File: src/rtl/core/ssfa_pkg.sv
package ssfa_pkg;

  localparam int MaxSlots   = 64;
  localparam int OffsetBits = 16;

  typedef enum logic [1:0] {
    OP_ALLOC = 2'd0,
    OP_FREE  = 2'd1,
    OP_CLEAR = 2'd2,
    OP_NONE  = 2'd3
  } opcode_e;

  typedef enum logic [1:0] {
    ST_OK        = 2'd0,
    ST_NOT_FOUND = 2'd1,
    ST_FULL      = 2'd2,
    ST_OVERFLOW  = 2'd3
  } status_e;

  typedef struct packed {
    logic [1:0]            opcode;
    logic [OffsetBits-1:0] request_size;
    logic [OffsetBits-1:0] free_address;
  } req_t;

  typedef struct packed {
    logic [OffsetBits-1:0] slot_offset;
    logic [1:0]            status;
    logic [OffsetBits-1:0] stack_top;
  } rsp_t;

  typedef enum logic [3:0] {
    S_IDLE,
    S_AREAD,
    S_ACHECK,
    S_SHIFT_RD,
    S_SHIFT_WR,
    S_APPEND,
    S_FREAD,
    S_FCHECK,
    S_FNEIGH,
    S_FMERGE,
    S_RMV_RD,
    S_RMV_WR,
    S_TOP_RD,
    S_TOP,
    S_DONE
  } state_e;

endpackage

File: src/rtl/core/stack_slot_first_fit_allocator_unit.sv
// Channel  | Signals                  | Handshake
// command  | start_i, req_i, busy_o   | accepted when start_i is high and busy_o is low
// result   | rsp_valid_o, rsp_o       | one cycle strobe, the receiver cannot stall
//
// A transaction scans the slots in order, shifts the table by one entry per moved
// slot when it splits or removes a slot, then fetches the stack top; a free that
// merges on both sides shifts the table twice. The slot memory has one read port
// and one write port, and is read one entry per cycle.
// Reset clears the FSM state and the slot count only; slot memory is undefined until written.
// busy_o stays high from acceptance through the result strobe cycle.
module stack_slot_first_fit_allocator_unit #(
  parameter int MAX_SLOTS = ssfa_pkg::MaxSlots
) (
  input  logic           clk_i,
  input  logic           rst_ni,
  input  logic           start_i,
  input  ssfa_pkg::req_t req_i,
  output logic           busy_o,
  output logic           rsp_valid_o,
  output ssfa_pkg::rsp_t rsp_o
);

  localparam int OFFSET_BITS = ssfa_pkg::OffsetBits;
  localparam int IW = $clog2(MAX_SLOTS);
  localparam int CW = $clog2(MAX_SLOTS + 1);
  localparam int EW = 2 * OFFSET_BITS + 1;
  localparam logic [OFFSET_BITS:0] OffMax = {1'b0, {OFFSET_BITS{1'b1}}};

  // Each slot entry is {start, end, used} in one memory word.
  logic [EW-1:0] mem [MAX_SLOTS];
  logic [EW-1:0] rdata_q;
  logic [IW-1:0] raddr, waddr;
  logic          we;
  logic [EW-1:0] wdata;

  always_ff @(posedge clk_i) begin
    if (we) begin
      mem[waddr] <= wdata;
    end
    rdata_q <= mem[raddr];
  end

  logic [OFFSET_BITS-1:0] r_start, r_end;
  logic                   r_used;
  assign r_start = rdata_q[EW-1 -: OFFSET_BITS];
  assign r_end   = rdata_q[OFFSET_BITS:1];
  assign r_used  = rdata_q[0];

  ssfa_pkg::state_e state_q, state_d;
  logic [CW-1:0] cnt_q, cnt_d;
  logic [CW-1:0] k_q, k_d;          // current scan index
  logic [CW-1:0] j_q, j_d;          // shift index
  logic [CW-1:0] lim_q, lim_d;      // shift limit
  logic [OFFSET_BITS-1:0] sz_q, sz_d, addr_q, addr_d;
  logic [OFFSET_BITS-1:0] cs_q, cs_d, ce_q, ce_d;  // entry k start, end
  logic [OFFSET_BITS-1:0] off_q, off_d, top_q, top_d;
  logic [1:0]    st_q, st_d;
  logic          pfree_q, pfree_d;  // previous free, fetched during free
  logic          split_q, split_d;  // split pending after gap open
  logic          merge_p_q, merge_p_d;

  logic [OFFSET_BITS-1:0] have;
  assign have = r_end - r_start;    // shared subtract

  always_ff @(posedge clk_i or negedge rst_ni) begin
    if (!rst_ni) begin
      state_q <= ssfa_pkg::S_IDLE;
      cnt_q   <= '0;
    end else begin
      state_q <= state_d;
      cnt_q   <= cnt_d;
    end
  end

  always_ff @(posedge clk_i) begin
    k_q <= k_d; j_q <= j_d; lim_q <= lim_d;
    sz_q <= sz_d; addr_q <= addr_d; cs_q <= cs_d; ce_q <= ce_d;
    off_q <= off_d; top_q <= top_d; st_q <= st_d;
    pfree_q <= pfree_d;
    split_q <= split_d; merge_p_q <= merge_p_d;
  end

  always_comb begin
    state_d = state_q; cnt_d = cnt_q; k_d = k_q; j_d = j_q; lim_d = lim_q;
    sz_d = sz_q; addr_d = addr_q; cs_d = cs_q; ce_d = ce_q;
    off_d = off_q; top_d = top_q; st_d = st_q;
    pfree_d = pfree_q; split_d = split_q;
    merge_p_d = merge_p_q;
    raddr = k_q[IW-1:0]; waddr = k_q[IW-1:0]; we = 1'b0; wdata = rdata_q;
    case (state_q)
      ssfa_pkg::S_IDLE: begin
        if (start_i) begin
          sz_d = req_i.request_size[OFFSET_BITS-1:0];
          addr_d = req_i.free_address[OFFSET_BITS-1:0];
          k_d = '0; off_d = '0; st_d = ssfa_pkg::ST_OK; pfree_d = 1'b0;
          split_d = 1'b0; merge_p_d = 1'b0;
          raddr = '0;
          case (ssfa_pkg::opcode_e'(req_i.opcode))
            ssfa_pkg::OP_ALLOC: state_d = ssfa_pkg::S_AREAD;
            ssfa_pkg::OP_FREE:  state_d = ssfa_pkg::S_FREAD;
            ssfa_pkg::OP_CLEAR: begin
              cnt_d = '0; state_d = ssfa_pkg::S_TOP_RD;
            end
            default: state_d = ssfa_pkg::S_TOP_RD;
          endcase
        end
      end
      // Allocate: memory read of entry k was issued; wait for data.
      ssfa_pkg::S_AREAD: begin
        if (k_q >= cnt_q) begin
          state_d = ssfa_pkg::S_TOP_RD; split_d = 1'b0;
          if (cnt_q >= CW'(MAX_SLOTS)) begin
            st_d = ssfa_pkg::ST_FULL;
          end else begin
            merge_p_d = 1'b1;  // marks append path
          end
        end else begin
          state_d = ssfa_pkg::S_ACHECK;
        end
      end
      ssfa_pkg::S_ACHECK: begin
        cs_d = r_start; ce_d = r_end;
        if (!r_used && have > sz_q) begin
          if (cnt_q >= CW'(MAX_SLOTS)) begin
            st_d = ssfa_pkg::ST_FULL; state_d = ssfa_pkg::S_TOP_RD;
          end else begin
            // shift entries k+1..cnt-1 up by one, from the top down
            split_d = 1'b1; j_d = cnt_q; lim_d = k_q + CW'(1);
            state_d = ssfa_pkg::S_SHIFT_RD;
          end
        end else if (!r_used && have == sz_q) begin
          we = 1'b1; wdata = {r_start, r_end, 1'b1};
          off_d = r_start; state_d = ssfa_pkg::S_TOP_RD;
        end else begin
          k_d = k_q + CW'(1); raddr = IW'(k_q + CW'(1));
          state_d = ssfa_pkg::S_AREAD;
        end
      end
      ssfa_pkg::S_SHIFT_RD: begin
        if (split_q) begin
          if (j_q > lim_q) begin
            raddr = IW'(j_q - CW'(1)); state_d = ssfa_pkg::S_SHIFT_WR;
          end else begin
            we = 1'b1; waddr = IW'(k_q);
            wdata = {cs_q, cs_q + sz_q, 1'b1};
            off_d = cs_q; state_d = ssfa_pkg::S_APPEND;
          end
        end else begin
          // removal: move j+1 down to j for j < lim-1
          if (j_q + CW'(1) < lim_q) begin
            raddr = IW'(j_q + CW'(1)); state_d = ssfa_pkg::S_SHIFT_WR;
          end else begin
            cnt_d = cnt_q - CW'(1);
            state_d = merge_p_q ? ssfa_pkg::S_FMERGE : ssfa_pkg::S_TOP_RD;
          end
        end
      end
      ssfa_pkg::S_SHIFT_WR: begin
        we = 1'b1; waddr = IW'(j_q); wdata = rdata_q;
        j_d = split_q ? j_q - CW'(1) : j_q + CW'(1);
        state_d = ssfa_pkg::S_SHIFT_RD;
      end
      ssfa_pkg::S_APPEND: begin
        // write the free remainder of a split
        we = 1'b1; waddr = IW'(k_q + CW'(1));
        wdata = {cs_q + sz_q, ce_q, 1'b0};
        cnt_d = cnt_q + CW'(1); state_d = ssfa_pkg::S_TOP_RD;
      end
      // Free: scan for start == addr.
      ssfa_pkg::S_FREAD: begin
        if (k_q >= cnt_q) begin
          st_d = ssfa_pkg::ST_NOT_FOUND; state_d = ssfa_pkg::S_TOP_RD;
        end else begin
          state_d = ssfa_pkg::S_FCHECK;
        end
      end
      ssfa_pkg::S_FCHECK: begin
        if (r_start == addr_q) begin
          cs_d = r_start; ce_d = r_end;
          we = 1'b1; wdata = {r_start, r_end, 1'b0};
          if (k_q + CW'(1) == cnt_q) begin
            cnt_d = (k_q != '0 && pfree_q) ? cnt_q - CW'(2) : cnt_q - CW'(1);
            state_d = ssfa_pkg::S_TOP_RD;
          end else begin
            raddr = IW'(k_q + CW'(1)); state_d = ssfa_pkg::S_FNEIGH;
          end
        end else begin
          pfree_d = !r_used;
          k_d = k_q + CW'(1); raddr = IW'(k_q + CW'(1));
          state_d = ssfa_pkg::S_FREAD;
        end
      end
      // Keep the next entry on the read port so its data is valid in the check.
      ssfa_pkg::S_FNEIGH: begin
        raddr = IW'(k_q + CW'(1)); state_d = ssfa_pkg::S_RMV_RD;
      end
      ssfa_pkg::S_RMV_RD: begin
        merge_p_d = 1'b1;
        if (!r_used) begin
          ce_d = r_end;
          we = 1'b1; wdata = {cs_q, r_end, 1'b0};
          j_d = k_q + CW'(1); lim_d = cnt_q; split_d = 1'b0;
          state_d = ssfa_pkg::S_SHIFT_RD;
        end else begin
          state_d = ssfa_pkg::S_FMERGE;
        end
      end
      ssfa_pkg::S_FMERGE: begin
        merge_p_d = 1'b0;
        if (k_q != '0 && pfree_q) begin
          raddr = IW'(k_q - CW'(1)); state_d = ssfa_pkg::S_RMV_WR;
        end else begin
          state_d = ssfa_pkg::S_TOP_RD;
        end
      end
      ssfa_pkg::S_RMV_WR: begin
        // rdata holds entry k-1; extend it and remove entry k
        we = 1'b1; waddr = IW'(k_q - CW'(1));
        wdata = {r_start, ce_q, 1'b0};
        j_d = k_q; lim_d = cnt_q; split_d = 1'b0;
        state_d = ssfa_pkg::S_SHIFT_RD;
      end
      ssfa_pkg::S_TOP_RD: begin
        raddr = IW'(cnt_q - CW'(1)); state_d = ssfa_pkg::S_TOP;
      end
      ssfa_pkg::S_TOP: begin
        top_d = (cnt_q == '0) ? '0 : r_end;
        if (merge_p_q) begin
          merge_p_d = 1'b0;
          // append path: check overflow on the freshly read top
          if (({1'b0, ((cnt_q == '0) ? {OFFSET_BITS{1'b0}} : r_end)} + {1'b0, sz_q})
              > OffMax) begin
            st_d = ssfa_pkg::ST_OVERFLOW; state_d = ssfa_pkg::S_DONE;
          end else begin
            we = 1'b1; waddr = IW'(cnt_q);
            wdata = {((cnt_q == '0) ? {OFFSET_BITS{1'b0}} : r_end),
                     ((cnt_q == '0) ? {OFFSET_BITS{1'b0}} : r_end) + sz_q, 1'b1};
            off_d = (cnt_q == '0) ? '0 : r_end;
            top_d = ((cnt_q == '0) ? {OFFSET_BITS{1'b0}} : r_end) + sz_q;
            cnt_d = cnt_q + CW'(1);
            state_d = ssfa_pkg::S_DONE;
          end
        end else begin
          state_d = ssfa_pkg::S_DONE;
        end
      end
      ssfa_pkg::S_DONE: state_d = ssfa_pkg::S_IDLE;
      default: state_d = ssfa_pkg::S_IDLE;
    endcase
  end

  assign busy_o      = (state_q != ssfa_pkg::S_IDLE);
  assign rsp_valid_o = (state_q == ssfa_pkg::S_DONE);
  assign rsp_o.slot_offset = off_q;
  assign rsp_o.status      = st_q;
  assign rsp_o.stack_top   = top_q;

endmodule

File: config.mk
export PLATFORM = sky130hd
export DESIGN_NAME = stack_slot_first_fit_allocator_unit
export DESIGN_NICKNAME = d
export VERILOG_FILES = /design/src/rtl/core/ssfa_pkg.sv /design/src/rtl/core/stack_slot_first_fit_allocator_unit.sv
export SDC_FILE = /design/constraint.sdc
export NUM_CORES = 2
export LEC_CHECK = 0
export BUFFER_PORTS_ARGS = -buffer_cell sky130_fd_sc_hd__buf_2
export CAP_MARGIN = 40
export CORE_UTILIZATION = 54
export DETAILED_ROUTE_END_ITERATION = 8
export HOLD_SLACK_MARGIN = 0.05
export PLACE_DENSITY = 0.7
export RECOVER_POWER = 100
export SLEW_MARGIN = 10
export SYNTH_ARGS = -nofsm -noshare
export SYNTH_HDL_FRONTEND = slang
export SYNTH_SLANG_ARGS = --single-unit
File: constraint.sdc
create_clock -name clk_i -period 14.64 [get_ports clk_i]
set_clock_uncertainty 0.15 [all_clocks]
set_input_delay 3.66 -clock clk_i [delete_from_list [all_inputs] [get_ports clk_i]]
set_output_delay 3.66 -clock clk_i [all_outputs]
set_load 0.02 [all_outputs]
==> summary.md <==
Outcome
* complete, but fails checks — outcome
* DRC, capacitance limit, slew limit — failing checks

Detailed routing
* 29.56 µm — wire length per cell after detailed routing
* 280700 µm — wire length after detailed routing
* 18 — DRC violation count after routing
* 8 — detailed-router iteration count before antenna repair
* 0 — Post-DRT Antenna Nets
* 8554 — Detailed Route Iter0 Violations
* 6.400 — routed vias/inst
* 60.76k — vias

Die
* 73 — total I/O pin count
* 423.6 µm — overall die height
* 179500 µm² — die area
* 154 — row cnt
* 176300 µm² — area of the core
* 423.6 µm — horizontal die dimension
* 0.5445 — initial standard-cell utilization of the core

Cells and area
* 10.79% — synthesis-to-layout area growth
* 7089 — Total Nets Final
* 9494 — filler-free cell count of the finished design
* 0.07577 — proportion of layout cells with a drive suffix above 1

Worst setup path
* register — critical path endpoint category
* register — kind of launch point of the worst setup path
* register to register — class of the most critical setup path
* 14840 ps — required time at the endpoint of the critical path
* 59 — worst-path maximum fanout
* 12250 ps — WP data arrival

Run
* 112 — number of max-cap violations

Synth
* 90 — unique cell type count in the Yosys netlist
* 13.97 µm² — average cell area after synthesis
* 2234 — Post-synth EDFFs
* 0 — number of warning messages in the yosys log
* 6872 — instance count of the mapped netlist
* 0.7085 — sequential element share of the synthesized area
* 96000 µm² — post-synth design cell area
* 6998 — synthesized netlist net count
* sky130_fd_sc_hd__edfxtp_1 — top_reg_cell synth
* 0.004829 — share of async-settable or async-resettable flops after synthesis
* 2278 — count of state elements after synthesis

Clock network
* 0 — post-cts hold buffer count
* built — CTS tree
* sky130_fd_sc_hd__clkbuf_16 — cell chosen for the clock root
* 4 — number of levels the H-tree was split into
* 870 ps — insertion delay of the later-clocked pin in the worst-skew pair
* 70 ps — clk slew on worst S/H paths
* 220 — number of buffers inserted during clock tree synthesis
* 0 — post-CTS setup-driven buffer insertion count
* 2278 — clock tree sinks
* 3 — Max clock buf depth
* 0 — post-cts resize count

Timing
* -1.574 — Slew HR
* false — unrepaired setup endpoints after global routing
* 0.8226 — Final Cycle Share
* 3861 ps — slew at the pin with the worst max-slew slack
* 83.04 MHz — Max Fclk
* 0 ps — setup TNS after final layout
* 12040 ps — crit path time final
* 4548 — number of pins exceeding their max-slew limit in the final report
* 0 — final hold violations
* 0 — Setup Viol. Count Final

GRT
* 400400 µm — wire length of the first global-routing pass
* 57.81k — via count of the first global-routing pass
* 18 — initial antenna violation count
* 0 — total overflow reported by the global router
* 183 — maximum number of pins on one net before global-route repair
* 0.3087 — GRT Util Overall

Place
* 72 — Port Buffers
* 157200 µm — post-detailed-placement half-perimeter wirelength
* 0.9623 — last weighted congestion value of the routability-driven placer
* 9078 — total instance count after detailed placement

Worst hold path
* register to register — type of the worst min-delay path

-- cell usage after synthesis (all sizes together) (6+ instances only) --
master | n | area share
a211oi | 9 | 0.00070
a21boi | 41 | 0.0032
a21o | 25 | 0.0020
a21oi | 273 | 0.014
a221o | 19 | 0.0020
a221oi | 15 | 0.0014
a22oi | 12 | 0.00094
a31oi | 153 | 0.010
and2 | 14 | 0.00091
and3 | 145 | 0.0094
buf | 159 | 0.010
clkbuf | 243 | 0.0096
dfrtp | 11 | 0.0029
dfxtp | 33 | 0.0069
edfxtp | 2234 | 0.70
ha | 87 | 0.011
inv | 90 | 0.0035
mux2 | 7 | 0.00082
mux2i | 801 | 0.084
nand2 | 1207 | 0.047
nand2b | 12 | 0.00078
nand3 | 313 | 0.016
nand3b | 7 | 0.00055
nand4 | 12 | 0.00078
nor2 | 227 | 0.0089
nor2b | 15 | 0.00098
nor3 | 31 | 0.0018
nor4 | 44 | 0.0040
o211ai | 12 | 0.00094
o21a | 7 | 0.00055
o21ai | 128 | 0.0067
o221ai | 18 | 0.0016
o22ai | 205 | 0.013
o31ai | 6 | 0.00052
or2 | 6 | 0.00039
or3 | 13 | 0.00085
or4 | 71 | 0.0056
xnor2 | 69 | 0.0064
xor2 | 28 | 0.0026
-- stage by stage --
step | cell area (µm²) | utilization | hold slack, ps | worst slack (ps)
final | 106400 | 0.6032 | 378.0 | 2598
after global placement | 99780 | 0.5659 | 354.4 | 4556
after detailed placement | 100100 | 0.5676 | 362.7 | 4588
after CTS | 107200 | 0.6079 | 377.5 | 4534
after global routing | 106400 | 0.6032 | 397.6 | 2064
after floorplan | 96000 | - | 282.3 | 7097
-- metal layers --
layer  routed length, µm  GRT usage  up-vias  share of wire
met5                  53          0        -        0.00019
met4               14190     0.1384        8          0.051
met3               32110    0.06462      631           0.11
met2              126500     0.4721     3574           0.45
met1              107800     0.4277    30382           0.38
li1                    -          -    26162              -
-- registers in the layout, indices dropped and copies added (netlist names) --
name / count
ce_q: 16
st_q: 2
cnt_q: 7
rdata_q: 33
merge_p_q: 1
lim_q: 7
off_q: 16
pfree_q: 1
top_q: 16
sz_q: 16
state_q: 4
mem: 2112
addr_q: 16
cs_q: 16
k_q: 7
split_q: 1
j_q: 7
-- cells by family after synthesis --
group	count (synthesis)	share of synthesized area
compound gates	974	0.06316
xor+xnor	98	0.009162
fa+ha+maj	92	0.01207
buf+inv	492	0.02303
flops	2278	0.7085
mux	808	0.08434
simple gates	2130	0.09972
-- cell usage in the layout, fill, tap and decap left out, types with 50 or more instances in the layout --
master,netlist,layout
sky130_fd_sc_hd__edfxtp_1,2234,2234
sky130_fd_sc_hd__nand2_1,1207,1203
sky130_fd_sc_hd__mux2i_1,801,801
sky130_fd_sc_hd__nand3_1,311,308
sky130_fd_sc_hd__a21oi_1,272,254
sky130_fd_sc_hd__clkbuf_1,241,232
sky130_fd_sc_hd__clkbuf_16,0,223
sky130_fd_sc_hd__o22ai_1,205,202
sky130_fd_sc_hd__nor2_1,227,178
sky130_fd_sc_hd__a31oi_1,153,152
sky130_fd_sc_hd__and3_1,145,145
sky130_fd_sc_hd__o21ai_0,127,127
sky130_fd_sc_hd__inv_1,88,88
sky130_fd_sc_hd__ha_1,87,87
sky130_fd_sc_hd__or4_1,71,70
sky130_fd_sc_hd__xnor2_1,68,68
sky130_fd_sc_hd__buf_4,47,50
-- path summary, 6_finish.rpt --
kind / start / to / slack, ps / cells after the start
max: cnt_q[1]$_DFFE_PN0P_ / mem[33][15]$_DFFE_PP_ / 2600 / 18
min: rdata_q[1]$_DFF_P_ / ce_q[0]$_DFFE_PP_ / 380 / 0
max reg2reg: cnt_q[1]$_DFFE_PN0P_ / mem[33][15]$_DFFE_PP_ / 2600 / 18
min reg2reg: rdata_q[1]$_DFF_P_ / ce_q[0]$_DFFE_PP_ / 380 / 0
max in group asynchronous: rst_ni / cnt_q[5]$_DFFE_PN0P_ / 11250 / 1
min in group asynchronous: rst_ni / state_q[1]$_DFFE_PN0N_ / 2650 / 1
-- cell type report --
class	instances	area, µm²
well taps	2340	2928
clock inverters	117	1120
multi-input cells	4102	26470
repair buffers	271	1483
inverters	90	337.8
fillers	13231	69950
clock buffers	295	5991
diodes	1	2.502
flip-flops and latches	2278	68020
-- worst max-delay path, stage by stage (launching register included) --
cell	delay, ps
sky130_fd_sc_hd__dfrtp_1	510
sky130_fd_sc_hd__inv_1	260
sky130_fd_sc_hd__ha_1	310
sky130_fd_sc_hd__nor3b_1	660
sky130_fd_sc_hd__nand2_1	590
sky130_fd_sc_hd__nand2_1	330
sky130_fd_sc_hd__xnor2_1	170
sky130_fd_sc_hd__ha_1	220
sky130_fd_sc_hd__o22ai_1	130
sky130_fd_sc_hd__maj3_1	510
sky130_fd_sc_hd__o31a_1	410
sky130_fd_sc_hd__a31oi_4	160
sky130_fd_sc_hd__clkbuf_1	1930
sky130_fd_sc_hd__nor2_1	670
sky130_fd_sc_hd__a222oi_1	570
sky130_fd_sc_hd__nand3_1	380
sky130_fd_sc_hd__or3_1	790
sky130_fd_sc_hd__nor2_4	160
sky130_fd_sc_hd__clkbuf_1	2520
Power is left out: the tool's default activity adds up to more than one toggle a clock period on the data nets, which glitch-free logic cannot reach.
